$ cat src/slts_pkg.sv
// shared types, constants and lookup functions of the token stream lexer
package slts_pkg;

  localparam int LOOKAHEAD_DEPTH_DEF = 6;
  localparam int OFFSET_BITS_DEF     = 24;
  localparam int MAX_RESULTS         = 8;
  localparam int RES_CNT_W           = 4;
  localparam int KW_COUNT            = 14;
  localparam int KW_MAX_LEN          = 6;

  localparam logic [5:0] KIND_SINGLE_BASE = 6'd14;
  localparam logic [5:0] KIND_NUM         = 6'd35;
  localparam logic [5:0] KIND_ID          = 6'd36;
  localparam logic [5:0] KIND_EOF         = 6'd37;
  localparam logic [5:0] KIND_UNKNOWN     = 6'd38;

  localparam logic [7:0] CHAR_NEWLINE = 8'h0A;

  typedef enum logic [1:0] {
    MODE_NONE   = 2'd0,
    MODE_DIGIT  = 2'd1,
    MODE_LETTER = 2'd2
  } run_mode_t;

  typedef enum logic [3:0] {
    CMD_NONE,
    CMD_LOAD,
    CMD_RUN,
    CMD_PUSH,
    CMD_DECIDE,
    CMD_DRAIN,
    CMD_CLOSE,
    CMD_EOF,
    CMD_FLUSH
  } cmd_t;

  typedef struct packed {
    logic run_extends;
    logic push_fills;
    logic win_empty;
    logic win_full;
    logic out_free;
    logic pend_v;
  } dp_status_t;

  typedef struct packed {
    logic [5:0]  kind;
    logic [23:0] offset;
    logic [15:0] length;
    logic [15:0] line;
    logic [15:0] column;
  } token_t;

  typedef struct packed {
    logic       hit;
    logic [5:0] kind;
    logic [2:0] len;
  } kw_hit_t;

  typedef struct packed {
    logic       hit;
    logic [5:0] kind;
  } single_hit_t;

  // keyword text, first character in the top byte
  function automatic logic [KW_MAX_LEN*8-1:0] kw_text(input int k);
    logic [KW_MAX_LEN*8-1:0] t;
    case (k)
      0:       t = {"fn", 32'h0};
      1:       t = {"if", 32'h0};
      2:       t = {"for", 24'h0};
      3:       t = {"while", 8'h0};
      4:       t = {"asm", 24'h0};
      5:       t = {"int", 24'h0};
      6:       t = {"short", 8'h0};
      7:       t = {"char", 16'h0};
      8:       t = "double";
      9:       t = {"float", 8'h0};
      10:      t = {"bool", 16'h0};
      11:      t = {"use", 24'h0};
      12:      t = "return";
      default: t = {"->", 32'h0};
    endcase
    return t;
  endfunction

  function automatic logic [2:0] kw_len(input int k);
    logic [2:0] l;
    case (k)
      0, 1, 13:     l = 3'd2;
      2, 4, 5, 11:  l = 3'd3;
      7, 10:        l = 3'd4;
      3, 6, 9:      l = 3'd5;
      default:      l = 3'd6;
    endcase
    return l;
  endfunction

  // lowest-numbered keyword whose bytes are all present and match
  function automatic kw_hit_t kw_lookup(input logic [KW_MAX_LEN*8-1:0] head,
                                        input logic [3:0] avail);
    kw_hit_t r;
    logic [KW_MAX_LEN*8-1:0] mask;
    r = '0;
    for (int k = KW_COUNT - 1; k >= 0; k--) begin
      mask = ~({(KW_MAX_LEN*8){1'b1}} >> (8 * kw_len(k)));
      if ((4'(kw_len(k)) <= avail) && (((head ^ kw_text(k)) & mask) == '0)) begin
        r.hit  = 1'b1;
        r.kind = 6'(k);
        r.len  = kw_len(k);
      end
    end
    return r;
  endfunction

  function automatic single_hit_t single_lookup(input logic [7:0] b);
    single_hit_t r;
    logic [4:0] idx;
    r = '0;
    idx = '0;
    r.hit = 1'b1;
    case (b)
      8'h0A:   idx = 5'd0;
      8'h20:   idx = 5'd1;
      8'h09:   idx = 5'd2;
      8'h3E:   idx = 5'd3;
      8'h3C:   idx = 5'd4;
      8'h28:   idx = 5'd5;
      8'h29:   idx = 5'd6;
      8'h7B:   idx = 5'd7;
      8'h7D:   idx = 5'd8;
      8'h3B:   idx = 5'd9;
      8'h3A:   idx = 5'd10;
      8'h2C:   idx = 5'd11;
      8'h3D:   idx = 5'd12;
      8'h2B:   idx = 5'd13;
      8'h2D:   idx = 5'd14;
      8'h2A:   idx = 5'd15;
      8'h2F:   idx = 5'd16;
      8'h25:   idx = 5'd17;
      8'h27:   idx = 5'd18;
      8'h22:   idx = 5'd19;
      8'h5C:   idx = 5'd20;
      default: r.hit = 1'b0;
    endcase
    r.kind = KIND_SINGLE_BASE + 6'(idx);
    return r;
  endfunction

  function automatic run_mode_t class_of(input logic [7:0] b);
    run_mode_t m;
    if (b >= 8'h30 && b <= 8'h39) begin
      m = MODE_DIGIT;
    end else if ((b >= 8'h41 && b <= 8'h5A) || (b >= 8'h61 && b <= 8'h7A)) begin
      m = MODE_LETTER;
    end else begin
      m = MODE_NONE;
    end
    return m;
  endfunction

endpackage

$ cat src/slts_in_if.sv
// source byte channel of the token stream lexer
interface slts_in_if;
  logic       valid;
  logic       ready;
  logic       kind;
  logic [7:0] source_byte;

  modport source (output valid, kind, source_byte, input ready);
  modport sink   (input valid, kind, source_byte, output ready);
endinterface

$ cat src/slts_out_if.sv
// token channel of the token stream lexer
interface slts_out_if;
  logic        valid;
  logic        ready;
  logic [5:0]  token_kind;
  logic [23:0] token_offset;
  logic [15:0] token_length;
  logic [15:0] token_line;
  logic [15:0] token_column;
  logic        last_of_item;

  modport source (output valid, token_kind, token_offset, token_length, token_line,
                  token_column, last_of_item, input ready);
  modport sink   (input valid, token_kind, token_offset, token_length, token_line,
                  token_column, last_of_item, output ready);
endinterface

$ cat src/source_lexer_token_stream.sv
// throughput: one transaction at a time; each token step waits for a free output register
// a byte costs load, run check, push unless the run extends, an optional head decision, flush
// an end transaction closes the run, decides one head token a cycle while the output
// register is free, then emits eof and flushes the staged token
// reset: synchronous active-low rst_n; line starts at 1, all other counters at 0
// the lookahead window holds no reset; only entries below the fill count are read
module source_lexer_token_stream import slts_pkg::*; #(
  parameter int LOOKAHEAD_DEPTH = LOOKAHEAD_DEPTH_DEF,
  parameter int OFFSET_BITS     = OFFSET_BITS_DEF
) (
  input  logic      clk,
  input  logic      rst_n,
  slts_in_if.sink   in_ch,
  slts_out_if.source out_ch
);

  // command and status between the controller and the datapath
  cmd_t       cmd;
  dp_status_t status;
  token_t     out_tok;
  logic       out_last;

  // controller sequences the steps of one transaction
  slts_ctrl u_ctrl (
    .clk      (clk),
    .rst_n    (rst_n),
    .in_valid (in_ch.valid),
    .in_kind  (in_ch.kind),
    .in_ready (in_ch.ready),
    .status   (status),
    .cmd      (cmd)
  );

  // datapath holds the window, position counters and the token staging
  slts_dpath #(
    .LOOKAHEAD_DEPTH (LOOKAHEAD_DEPTH),
    .OFFSET_BITS     (OFFSET_BITS)
  ) u_dpath (
    .clk       (clk),
    .rst_n     (rst_n),
    .cmd       (cmd),
    .in_byte   (in_ch.source_byte),
    .status    (status),
    .out_valid (out_ch.valid),
    .out_ready (out_ch.ready),
    .out_tok   (out_tok),
    .out_last  (out_last)
  );

  // token fields onto the result channel
  assign out_ch.token_kind   = out_tok.kind;
  assign out_ch.token_offset = out_tok.offset;
  assign out_ch.token_length = out_tok.length;
  assign out_ch.token_line   = out_tok.line;
  assign out_ch.token_column = out_tok.column;
  assign out_ch.last_of_item = out_last;

`ifndef SYNTHESIS
  // a staged token is always flushed before the next transaction is taken
  a_idle_no_pending: assert property (@(posedge clk) disable iff (!rst_n)
    in_ch.ready |-> !status.pend_v)
    else $error("token still staged while accepting input");

  // a full window is always decided within the same transaction
  a_idle_window_not_full: assert property (@(posedge clk) disable iff (!rst_n)
    in_ch.ready |-> !status.win_full)
    else $error("window full while accepting input");

  // every emitted token covers at least one byte
  a_token_length: assert property (@(posedge clk) disable iff (!rst_n)
    out_ch.valid |-> (out_ch.token_length != 16'd0))
    else $error("token with zero length");
`endif

endmodule

$ cat src/slts_ctrl.sv
// controller state machine of the token stream lexer
module slts_ctrl import slts_pkg::*; (
  input  logic       clk,
  input  logic       rst_n,
  input  logic       in_valid,
  input  logic       in_kind,
  output logic       in_ready,
  input  dp_status_t status,
  output cmd_t       cmd
);

  typedef enum logic [7:0] {
    ST_IDLE   = 8'b0000_0001,
    ST_RUN    = 8'b0000_0010,
    ST_PUSH   = 8'b0000_0100,
    ST_DECIDE = 8'b0000_1000,
    ST_CLOSE  = 8'b0001_0000,
    ST_DRAIN  = 8'b0010_0000,
    ST_EOF    = 8'b0100_0000,
    ST_FLUSH  = 8'b1000_0000
  } state_t;

  state_t state_r, state_nxt;

  always_ff @(posedge clk) begin
    if (!rst_n) begin
      state_r <= ST_IDLE;
    end else begin
      state_r <= state_nxt;
    end
  end

  always_comb begin
    cmd       = CMD_NONE;
    state_nxt = state_r;
    in_ready  = (state_r == ST_IDLE);
    unique case (state_r)
      ST_IDLE: begin
        if (in_valid) begin
          cmd       = CMD_LOAD;
          state_nxt = in_kind ? ST_CLOSE : ST_RUN;
        end
      end
      ST_RUN: begin
        if (status.out_free) begin
          cmd       = CMD_RUN;
          state_nxt = status.run_extends ? ST_FLUSH : ST_PUSH;
        end
      end
      ST_PUSH: begin
        cmd       = CMD_PUSH;
        state_nxt = status.push_fills ? ST_DECIDE : ST_FLUSH;
      end
      ST_DECIDE: begin
        if (status.out_free) begin
          cmd       = CMD_DECIDE;
          state_nxt = ST_FLUSH;
        end
      end
      ST_CLOSE: begin
        if (status.out_free) begin
          cmd       = CMD_CLOSE;
          state_nxt = ST_DRAIN;
        end
      end
      ST_DRAIN: begin
        if (status.win_empty) begin
          state_nxt = ST_EOF;
        end else if (status.out_free) begin
          cmd = CMD_DRAIN;
        end
      end
      ST_EOF: begin
        if (status.out_free) begin
          cmd       = CMD_EOF;
          state_nxt = ST_FLUSH;
        end
      end
      ST_FLUSH: begin
        if (status.out_free) begin
          cmd       = CMD_FLUSH;
          state_nxt = ST_IDLE;
        end
      end
      default: state_nxt = ST_IDLE;
    endcase
  end

endmodule

$ cat src/slts_dpath.sv
// datapath of the token stream lexer: window, counters, token staging
module slts_dpath import slts_pkg::*; #(
  parameter int LOOKAHEAD_DEPTH = LOOKAHEAD_DEPTH_DEF,
  parameter int OFFSET_BITS     = OFFSET_BITS_DEF
) (
  input  logic       clk,
  input  logic       rst_n,
  input  cmd_t       cmd,
  input  logic [7:0] in_byte,
  output dp_status_t status,
  output logic       out_valid,
  input  logic       out_ready,
  output token_t     out_tok,
  output logic       out_last
);

  localparam int CW = $clog2(LOOKAHEAD_DEPTH + 1);

  logic [7:0]             win_r   [LOOKAHEAD_DEPTH];
  logic [7:0]             win_nxt [LOOKAHEAD_DEPTH];
  logic [CW-1:0]          cnt_r, cnt_nxt;
  run_mode_t              mode_r, mode_nxt;
  logic [15:0]            rlen_r, rlen_nxt;
  logic [OFFSET_BITS-1:0] rstart_off_r, rstart_off_nxt;
  logic [15:0]            rstart_col_r, rstart_col_nxt;
  logic [OFFSET_BITS-1:0] noff_r, noff_nxt;
  logic [15:0]            line_r, line_nxt;
  logic [15:0]            col_r, col_nxt;
  logic [7:0]             byte_r;
  token_t                 pend_r, pend_nxt;
  logic                   pend_v_r, pend_v_nxt;
  logic [RES_CNT_W-1:0]   nres_r, nres_nxt;
  token_t                 out_r, out_nxt;
  logic                   out_last_r, out_last_nxt;
  logic                   out_v_r, out_v_nxt;

  function automatic logic [15:0] sat16(input logic [15:0] a, input logic [15:0] b);
    logic [16:0] s;
    s = {1'b0, a} + {1'b0, b};
    return s[16] ? 16'hFFFF : s[15:0];
  endfunction

  function automatic logic [OFFSET_BITS-1:0] sat_off(input logic [OFFSET_BITS-1:0] a,
                                                     input logic [15:0] b);
    logic [OFFSET_BITS:0] s;
    s = {1'b0, a} + (OFFSET_BITS + 1)'(b);
    return s[OFFSET_BITS] ? {OFFSET_BITS{1'b1}} : s[OFFSET_BITS-1:0];
  endfunction

  function automatic logic [23:0] off24(input logic [OFFSET_BITS-1:0] a);
    logic [OFFSET_BITS+23:0] e;
    e = {24'd0, a};
    return e[23:0];
  endfunction

  // head token decision
  logic [KW_MAX_LEN*8-1:0] head;
  kw_hit_t                 kw;
  single_hit_t             sh;
  run_mode_t               cls;
  logic [CW-1:0]           rcnt;
  logic                    still;
  logic                    at_end;
  logic                    dec_emit, dec_run, dec_nl;
  logic [5:0]              dec_kind;
  logic [CW-1:0]           dec_len;
  token_t                  dec_tok, close_tok, eof_tok, tok;
  logic                    tok_fire, fire_ok, out_load, out_free;
  logic                    run_extends;

  always_comb begin
    for (int i = 0; i < KW_MAX_LEN; i++) begin
      head[(KW_MAX_LEN-1-i)*8 +: 8] = win_r[i];
    end
    kw  = kw_lookup(head, 4'(cnt_r));
    sh  = single_lookup(win_r[0]);
    cls = class_of(win_r[0]);
    rcnt  = '0;
    still = 1'b1;
    for (int i = 0; i < LOOKAHEAD_DEPTH; i++) begin
      if (still && (CW'(i) < cnt_r) && (class_of(win_r[i]) == cls)) begin
        rcnt = rcnt + CW'(1);
      end else begin
        still = 1'b0;
      end
    end
    at_end   = (cmd == CMD_DRAIN);
    dec_emit = 1'b1;
    dec_run  = 1'b0;
    dec_nl   = 1'b0;
    dec_kind = KIND_UNKNOWN;
    dec_len  = CW'(1);
    if (kw.hit) begin
      dec_kind = kw.kind;
      dec_len  = CW'(kw.len);
    end else if (sh.hit) begin
      dec_kind = sh.kind;
      dec_nl   = (win_r[0] == CHAR_NEWLINE);
    end else if (cls != MODE_NONE) begin
      dec_len  = rcnt;
      dec_kind = (cls == MODE_DIGIT) ? KIND_NUM : KIND_ID;
      if (rcnt == cnt_r && !at_end) begin
        dec_emit = 1'b0;
        dec_run  = 1'b1;
      end
    end
    dec_tok   = '{kind: dec_kind, offset: off24(noff_r), length: 16'(dec_len),
                  line: line_r, column: col_r};
    close_tok = '{kind: (mode_r == MODE_DIGIT) ? KIND_NUM : KIND_ID,
                  offset: off24(rstart_off_r), length: rlen_r,
                  line: line_r, column: rstart_col_r};
    eof_tok   = '{kind: KIND_EOF, offset: off24(noff_r), length: 16'd1,
                  line: line_r, column: col_r};
  end

  assign run_extends = (mode_r != MODE_NONE) && (class_of(byte_r) == mode_r);
  assign out_free    = !out_v_r || out_ready;

  always_comb begin
    win_nxt        = win_r;
    cnt_nxt        = cnt_r;
    mode_nxt       = mode_r;
    rlen_nxt       = rlen_r;
    rstart_off_nxt = rstart_off_r;
    rstart_col_nxt = rstart_col_r;
    noff_nxt       = noff_r;
    line_nxt       = line_r;
    col_nxt        = col_r;
    tok            = dec_tok;
    tok_fire       = 1'b0;
    case (cmd)
      CMD_RUN: begin
        if (run_extends) begin
          rlen_nxt = sat16(rlen_r, 16'd1);
          noff_nxt = sat_off(noff_r, 16'd1);
          col_nxt  = sat16(col_r, 16'd1);
        end else if (mode_r != MODE_NONE) begin
          tok      = close_tok;
          tok_fire = 1'b1;
          mode_nxt = MODE_NONE;
          rlen_nxt = '0;
        end
      end
      CMD_CLOSE: begin
        if (mode_r != MODE_NONE) begin
          tok      = close_tok;
          tok_fire = 1'b1;
          mode_nxt = MODE_NONE;
          rlen_nxt = '0;
        end
      end
      CMD_PUSH: begin
        for (int i = 0; i < LOOKAHEAD_DEPTH; i++) begin
          if (CW'(i) == cnt_r) begin
            win_nxt[i] = byte_r;
          end
        end
        cnt_nxt = cnt_r + CW'(1);
      end
      CMD_DECIDE, CMD_DRAIN: begin
        tok_fire = dec_emit;
        for (int i = 0; i < LOOKAHEAD_DEPTH; i++) begin
          for (int s = 1; s <= LOOKAHEAD_DEPTH; s++) begin
            if ((dec_len == CW'(s)) && (i + s < LOOKAHEAD_DEPTH)) begin
              win_nxt[i] = win_r[i+s];
            end
          end
        end
        cnt_nxt  = cnt_r - dec_len;
        noff_nxt = sat_off(noff_r, 16'(dec_len));
        col_nxt  = sat16(col_r, 16'(dec_len));
        if (dec_nl) begin
          line_nxt = sat16(line_r, 16'd1);
          col_nxt  = '0;
        end
        if (dec_run) begin
          mode_nxt       = cls;
          rlen_nxt       = 16'(dec_len);
          rstart_off_nxt = noff_r;
          rstart_col_nxt = col_r;
        end
      end
      CMD_EOF: begin
        tok            = eof_tok;
        tok_fire       = 1'b1;
        cnt_nxt        = '0;
        mode_nxt       = MODE_NONE;
        rlen_nxt       = '0;
        rstart_off_nxt = '0;
        rstart_col_nxt = '0;
        noff_nxt       = '0;
        line_nxt       = 16'd1;
        col_nxt        = '0;
      end
      default: ;
    endcase
  end

  // one token staged so that the last one of an item can be marked
  always_comb begin
    pend_nxt     = pend_r;
    pend_v_nxt   = pend_v_r;
    nres_nxt     = nres_r;
    out_nxt      = out_r;
    out_last_nxt = out_last_r;
    out_load     = 1'b0;
    fire_ok      = tok_fire && (nres_r < RES_CNT_W'(MAX_RESULTS));
    if (fire_ok) begin
      if (pend_v_r) begin
        out_nxt      = pend_r;
        out_last_nxt = 1'b0;
        out_load     = 1'b1;
      end
      pend_nxt   = tok;
      pend_v_nxt = 1'b1;
      nres_nxt   = nres_r + RES_CNT_W'(1);
    end
    if (cmd == CMD_FLUSH) begin
      if (pend_v_r) begin
        out_nxt      = pend_r;
        out_last_nxt = 1'b1;
        out_load     = 1'b1;
      end
      pend_v_nxt = 1'b0;
      nres_nxt   = '0;
    end
    out_v_nxt = out_load ? 1'b1 : (out_ready ? 1'b0 : out_v_r);
  end

  always_ff @(posedge clk) begin
    if (!rst_n) begin
      cnt_r        <= '0;
      mode_r       <= MODE_NONE;
      rlen_r       <= '0;
      rstart_off_r <= '0;
      rstart_col_r <= '0;
      noff_r       <= '0;
      line_r       <= 16'd1;
      col_r        <= '0;
      pend_v_r     <= 1'b0;
      nres_r       <= '0;
      out_v_r      <= 1'b0;
    end else begin
      cnt_r        <= cnt_nxt;
      mode_r       <= mode_nxt;
      rlen_r       <= rlen_nxt;
      rstart_off_r <= rstart_off_nxt;
      rstart_col_r <= rstart_col_nxt;
      noff_r       <= noff_nxt;
      line_r       <= line_nxt;
      col_r        <= col_nxt;
      pend_v_r     <= pend_v_nxt;
      nres_r       <= nres_nxt;
      out_v_r      <= out_v_nxt;
    end
  end

  always_ff @(posedge clk) begin
    win_r      <= win_nxt;
    pend_r     <= pend_nxt;
    out_r      <= out_nxt;
    out_last_r <= out_last_nxt;
    if (cmd == CMD_LOAD) begin
      byte_r <= in_byte;
    end
  end

  assign status = '{run_extends: run_extends,
                    push_fills:  (cnt_r == CW'(LOOKAHEAD_DEPTH - 1)),
                    win_empty:   (cnt_r == '0),
                    win_full:    (cnt_r >= CW'(LOOKAHEAD_DEPTH)),
                    out_free:    out_free,
                    pend_v:      pend_v_r};

  assign out_valid = out_v_r;
  assign out_tok   = out_r;
  assign out_last  = out_last_r;

endmodule
$ cat src/flat_wrapper.sv
// flat-port wrapper written by rule: the top's interface ports become plain ports
module source_lexer_token_stream_flat import slts_pkg::*;
#(
  parameter int LOOKAHEAD_DEPTH = LOOKAHEAD_DEPTH_DEF,
  parameter int OFFSET_BITS     = OFFSET_BITS_DEF
)
  (clk, rst_n, in_ch_valid, in_ch_kind, in_ch_source_byte, in_ch_ready, out_ch_valid, out_ch_token_kind, out_ch_token_offset, out_ch_token_length, out_ch_token_line, out_ch_token_column, out_ch_last_of_item, out_ch_ready);
  slts_in_if in_ch_i ();
  slts_out_if out_ch_i ();
  input  logic clk;
  input  logic rst_n;
  input wire logic [$bits(in_ch_i.valid)-1:0] in_ch_valid;
  input wire logic [$bits(in_ch_i.kind)-1:0] in_ch_kind;
  input wire logic [$bits(in_ch_i.source_byte)-1:0] in_ch_source_byte;
  output wire logic [$bits(in_ch_i.ready)-1:0] in_ch_ready;
  output wire logic [$bits(out_ch_i.valid)-1:0] out_ch_valid;
  output wire logic [$bits(out_ch_i.token_kind)-1:0] out_ch_token_kind;
  output wire logic [$bits(out_ch_i.token_offset)-1:0] out_ch_token_offset;
  output wire logic [$bits(out_ch_i.token_length)-1:0] out_ch_token_length;
  output wire logic [$bits(out_ch_i.token_line)-1:0] out_ch_token_line;
  output wire logic [$bits(out_ch_i.token_column)-1:0] out_ch_token_column;
  output wire logic [$bits(out_ch_i.last_of_item)-1:0] out_ch_last_of_item;
  input wire logic [$bits(out_ch_i.ready)-1:0] out_ch_ready;
  assign in_ch_i.valid = in_ch_valid;
  assign in_ch_i.kind = in_ch_kind;
  assign in_ch_i.source_byte = in_ch_source_byte;
  assign in_ch_ready = in_ch_i.ready;
  assign out_ch_valid = out_ch_i.valid;
  assign out_ch_token_kind = out_ch_i.token_kind;
  assign out_ch_token_offset = out_ch_i.token_offset;
  assign out_ch_token_length = out_ch_i.token_length;
  assign out_ch_token_line = out_ch_i.token_line;
  assign out_ch_token_column = out_ch_i.token_column;
  assign out_ch_last_of_item = out_ch_i.last_of_item;
  assign out_ch_i.ready = out_ch_ready;
  source_lexer_token_stream #(.LOOKAHEAD_DEPTH(LOOKAHEAD_DEPTH), .OFFSET_BITS(OFFSET_BITS)) u_core (.clk(clk), .rst_n(rst_n), .in_ch(in_ch_i), .out_ch(out_ch_i));
endmodule
$ cat config.mk
export PLATFORM = sky130hd
export DESIGN_NAME = source_lexer_token_stream_flat
export DESIGN_NICKNAME = d
export VERILOG_FILES = /design/src/slts_pkg.sv /design/src/slts_in_if.sv /design/src/slts_out_if.sv /design/src/source_lexer_token_stream.sv /design/src/slts_ctrl.sv /design/src/slts_dpath.sv /design/src/flat_wrapper.sv
export SDC_FILE = /design/constraint.sdc
export NUM_CORES = 1
export LEC_CHECK = 0
export BUFFER_PORTS_ARGS = -buffer_cell sky130_fd_sc_hd__buf_2
export CORE_ASPECT_RATIO = 0.8
export CORE_MARGIN = 2
export CORE_UTILIZATION = 40
export CTS_CLUSTER_DIAMETER = 60
export CTS_CLUSTER_SIZE = 12
export DETAILED_ROUTE_END_ITERATION = 16
export HOLD_SLACK_MARGIN = 0.06
export MAX_ROUTING_LAYER = met4
export SETUP_SLACK_MARGIN = 0.3
export SYNTH_ARGS = -nofsm -noshare
export SYNTH_HDL_FRONTEND = slang
export SYNTH_SLANG_ARGS = --single-unit
$ cat constraint.sdc
create_clock -name clk -period 9.1 [get_ports clk]
set_clock_uncertainty 0.05 [all_clocks]
set_input_delay 0.91 -clock clk [delete_from_list [all_inputs] [get_ports clk]]
set_output_delay 0.91 -clock clk [all_outputs]
set_load 0.05 [all_outputs]
==> results of run 1 <==
power by group through the flow:
stage	combinational (mW)	sequential, mW	clock (mW)
floorplan	0.129	1.73	0
global placement	0.184	1.73	0
detailed placement	0.185	1.73	0
CTS	0.186	1.70	1.54
global route	0.203	1.70	1.60
finish	0.186	1.70	1.50
cells in the final DEF, fill, tap and decap left out, types with 27 or more instances in the layout:
| cell type | Yosys | layout |
|---|---|---|
| a21oi_1 | 151 | 150 |
| and3_1 | 28 | 27 |
| buf_2 | 31 | 93 |
| buf_4 | 1 | 30 |
| clkbuf_16 | 0 | 40 |
| dfxtp_1 | 131 | 130 |
| edfxtp_1 | 213 | 213 |
| inv_1 | 36 | 35 |
| mux2_2 | 40 | 40 |
| mux2i_1 | 146 | 146 |
| nand2_1 | 175 | 174 |
| nand3_1 | 52 | 52 |
| nand4_1 | 28 | 28 |
| nor2_1 | 272 | 269 |
| nor2b_1 | 31 | 30 |
| nor3_1 | 63 | 63 |
| o21ai_0 | 116 | 116 |
| xnor2_1 | 42 | 42 |
layout make-up:
cell class	instances	area (um2)	share of cell area
multi-input combinational	1556	9955	0.4560
clock buffer	61	1110	0.05083
timing repair buffer	125	730.7	0.03347
sequential	344	9022	0.4133
antenna	1	2.502	0.0001146
inverter	38	143.9	0.006591
clock inverter	9	81.33	0.003725
tap	629	787.0	0.03605
per-layer routing:
metal	up-vias	share of wire	global-route usage
met5	-	0	-
met4	0	0.017	0.05304
met3	74	0.061	0.03064
met2	582	0.44	0.3372
met1	7936	0.48	0.3236
li1	7743	-	-
cell families (layout without fill, tap and decap cells):
kind of cell | after synthesis | count (layout) | synth area share
other | 0 | 1 | 0
AOI/OAI and AO/OA | 487 | 487 | 0.1623
and+or+nand+nor | 802 | 802 | 0.2017
DFF | 344 | 344 | 0.4579
muxes | 187 | 187 | 0.09765
adders and majority gates | 20 | 20 | 0.01385
buffers and inverters | 184 | 233 | 0.03990
xor gates and xnor gates | 60 | 60 | 0.02668
timing repair:
action                                 in CTS  in global routing
setup endpoints to repair                   0                 19
buffers inserted                            0                  4
gates resized for setup                     0                  3
endpoints found under the hold margin       0                  0
worst reg2reg max path, delay by kind of cell, from the launching register on:
family | cells | cell delay (ns)
adder cells (fa/ha/maj) | 5 | 1.44
multiplexers | 2 | 0.52
AO/OA/AOI/OAI | 10 | 2.54
flip-flops | 1 | 0.37
XOR/XNOR | 2 | 0.33
buffers and inverters | 3 | 0.48
AND/OR/NAND/NOR | 12 | 2.45
final timing paths:
kind | end
min | u_core.u_dpath.rstart_off_r[11]
max reg2reg | u_core.u_dpath.noff_r[21]
min reg2reg | u_core.u_dpath.rstart_off_r[11]
max | u_core.u_dpath.noff_r[21]
==> results.cfg, run 1 <==
[outcome]
status = finished, final reports clean

[cells_and_area]
area_growth_pct = 10.86
layout-drive-gt1-share = 0.1299
layout.cells.non_filler = 2763
nets = 2136
fin_area_mm2 = 0.02183
fillCellCount = 4653
utilization = 0.4505

[floorplan]
coreArea_mm2 = 0.04847
die_area_mm2 = 0.05104
die_h_um = 202.5
die_w_um = 252.1
start_util = 0.4063
io_pins = 94
fp-row-count = 72

[pwr]
combPwrFrac = 0.055
p_seq_frac = 0.502
p_sw_mw = 0.8049
vdd.ir_drop.worst_mv = 0.1200
intPower_mw = 2.579
total_power_mw = 3.384
power_density_mw_per_mm2 = 155.0
pwr-share-clk = 0.443
switching_share = 0.2379
p_leak_nw = 7.485

[synthesis]
netlist_instances = 2084
ys_seq_area_frac = 0.4579
synth_area_per_cell_um2 = 9.450
synth_largest_area_cell = edfxtp_1
yosysMostFrequentCell = nor2_1
yosys-top-cells-area = edfxtp_1, dfxtp_1, mux2i_1
async_reset_ff_frac = 0
synth_cell_types = 97
synth.cell_area_mm2 = 0.01969
synth_ff_type = edfxtp_1
synth_top_cell_area_share = 0.3248
synth_fp_nets = 2117
yosys-top-cells-count = nor2_1, edfxtp_1, nand2_1
yosys_warnings = 0
synth_edf_count = 213
ys_ff_latch = 344

[timing]
setup_viol = 0
tns_ns = 0
grt_setup_unrepaired = no
fmax_mhz = 120.3
period_needed_ns = 8.311
hold_viol = 0
slew_viol_final = 0
worst_pin_slew_ns = 1.235
fin_hold_ws_ns = 0.4382
setup_ws_ns = 0.7890
relSlewSlack = 0.1734
fin_crit_sh = 0.9133

[placement]
post_dp_cell_area_mm2 = 0.02060
preCtsSetupSlack_ns = 0.5812
hpwl_um = 39250
io_buffers = 93
place_inst = 2688
globalplace.congestion = 0.9403

[worst_setup_path]
r2r-start = u_core.u_dpath.head[43]
cpMaxStageDelayCell = mux2_2
worst-path-stages = 34
crit_family = compound AO/OA/AOI/OAI gates
cp-end-kind = register
crit_required_ns = 9.49
worstPathMaxFanout = 16
critical_path_buf_inv_count = 3
critPathLaunchType = register
crit_start = u_core.u_dpath.head[43]
arrival_ns = 8.70
r2r_slack_ns = 0.79
r2r_cells = 34
cp_common_cell = ha_1
critical_path_class = register to register
slowest_delay_ns = 0.46

[cts]
htreeDepth = 2
root_buffer = clkbuf_16
numClockSinks = 344
cts.reportedPaths.clkPinSlew_ns = 0.06
cts_tree = yes
cts_hold_buf = 0
cts_buffers = 38
clock_latency_ns = 0.56
cts.path.max_buffers = 3

[drt]
ant_nets = 0
vias_per_cell = 5.912
vias = 16335
drt-initial-drc-count = 1520
first_pass_iters = 5
drc = 0
totalWireLength_um = 56380
wl_per_cell_um = 20.41

[job]
drv_cap = 0

[worst_hold_path]
min_path_cells = 2
hold_start = u_core.u_dpath.rstart_off_r[11]
hold_class = register to register

[grt]
gr-total-overflow = 0
grt_max_degree = 80
first_global_vias = 15236
grt_pass1_wl_um = 88870
gr-usage-all-layers = 0.2253
antenna_found_initial = 1
Power figures use the tool's default switching activity.
==> inputs of run 2 (changes only) <==
--- a/config.mk
+++ b/config.mk
@@ -17,2 +17,3 @@
 export SETUP_SLACK_MARGIN = 0.3
+export SKIP_CTS_REPAIR_TIMING = 1
 export SYNTH_ARGS = -nofsm -noshare
==> constraint.sdc (replaced) <==
create_clock -name clk -period 9.1 [get_ports clk]
set_clock_uncertainty 0.05 [all_clocks]
set_input_delay 1.82 -clock clk [delete_from_list [all_inputs] [get_ports clk]]
set_output_delay 1.82 -clock clk [all_outputs]
set_load 0.05 [all_outputs]
==> results.cfg, run 2 (same netlist as run 1, synthesis figures left out) <==
[outcome]
status = finished, final reports clean

[cts]
cts_buffers = 39
htreeDepth = 2
cts_tree = yes
cts.path.max_buffers = 3
numClockSinks = 344
clock_latency_ns = 0.57
cts.reportedPaths.clkPinSlew_ns = 0.06
root_buffer = clkbuf_16

[cells_and_area]
area_growth_pct = 11.08
layout-drive-gt1-share = 0.1324
final_common_cell = nor2_1
layout.cells.non_filler = 2766
utilization = 0.4514
fin_area_mm2 = 0.02188
nets = 2139
antenna-diode-count = 0
layout_common_cells = nor2_1, edfxtp_1, nand2_1, a21oi_1, mux2i_1

[timing]
fin_crit_sh = 0.8857
fin_hold_ws_ns = 0.4256
hold_viol = 0
setup_viol = 0
period_needed_ns = 8.060
relSlewSlack = 0.1750
fmax_mhz = 124.1
grt_setup_unrepaired = no
slew_viol_final = 0
tns_ns = 0
worst_pin_slew_ns = 1.238

[pwr]
p_leak_nw = 7.491
vdd.ir_drop.worst_mv = 0.1015
power_density_mw_per_mm2 = 155.8

[floorplan]
coreArea_mm2 = 0.04847
start_util = 0.4063
die_h_um = 202.5
die_w_um = 252.1
die_area_mm2 = 0.05104
fp-row-count = 72
io_pins = 94

[placement]
place_inst = 2688
globalplace.congestion = 0.9405
io_buffers = 93
post_dp_cell_area_mm2 = 0.02060
hpwl_um = 38540

[worst_setup_path]
critPathLaunchType = register
cp-end-kind = register
worstPathMaxFanout = 19
critical_path_class = register to register
cpMaxStageDelayCell = edfxtp_1
r2r_cells = 37
arrival_ns = 8.50
cp_common_cell = ha_1
r2r_slack_ns = 1.04
crit_required_ns = 9.54
slowest_delay_ns = 0.73

[drt]
drc = 0
wl_per_cell_um = 20.09
vias_per_cell = 5.863
drt-initial-drc-count = 1468
vias = 16218
totalWireLength_um = 55570
first_pass_iters = 6
ant_nets = 0

[grt]
first_global_vias = 15113
gr-usage-all-layers = 0.2219
grt_max_degree = 80
gr-total-overflow = 0
antenna_found_initial = 2
grt_pass1_wl_um = 87580

[worst_hold_path]
min_path_cells = 2
hold_class = register to register

[job]
drv_cap = 0
## run 2: per-stage QoR
stage          power (mW)  worst slack (ns)
2_1_floorplan       1.858             1.334
3_3_place_gp        1.913            0.7377
3_5_place_dp        1.916            0.5590
4_1_cts             3.450            0.5243
5_1_grt             3.539            0.3656
6_report            3.408             1.040
## run 2: final timing paths
path	endpoint	startpoint
worst max-delay path	u_core.u_dpath.noff_r[11]	u_core.u_dpath.head[44]
worst min-delay path	u_core.u_dpath.nres_r[2]	u_core.u_dpath.nres_r[2]
worst max register to register	u_core.u_dpath.noff_r[11]	u_core.u_dpath.head[44]
worst min register to register	u_core.u_dpath.nres_r[2]	u_core.u_dpath.nres_r[2]
## run 2: layout make-up
| type | count | area [um2] |
|---|---|---|
| Fill cell | 4693 | 26590 |
| Sequential cell | 344 | 9022 |
| Clock buffer | 58 | 1047 |
| Inverter | 38 | 143.9 |
| Timing Repair Buffer | 127 | 745.7 |
| Tap cell | 629 | 787.0 |
| Multi-Input combinational cell | 1556 | 9975 |
| Clock inverter | 14 | 155.1 |
## run 2: worst max-delay path: cells and delay by family, from the launching register on
kind	cells	cell delay, ns
AND/OR/NAND/NOR	12	2.18
adder cells (fa/ha/maj)	5	1.42
AO/OA/AOI/OAI	12	2.22
XOR/XNOR	2	0.30
buffers and inverters	4	0.55
flip-flops	1	0.73
multiplexers	2	0.51
## run 2: metal layers
layer	vias up	share of wire	track usage
met5	-	0	-
met4	0	0.020	0.05959
met3	79	0.074	0.04154
met2	585	0.44	0.3295
met1	7801	0.46	0.3106
li1	7753	-	-
## run 2: report_power, final
part           internal, mW  leakage, nW  switching [mW]
Clock                 0.846        0.573           0.678
Combinational        0.0599         3.81           0.127
Sequential             1.67         3.10          0.0266
Total                  2.58         7.49           0.831
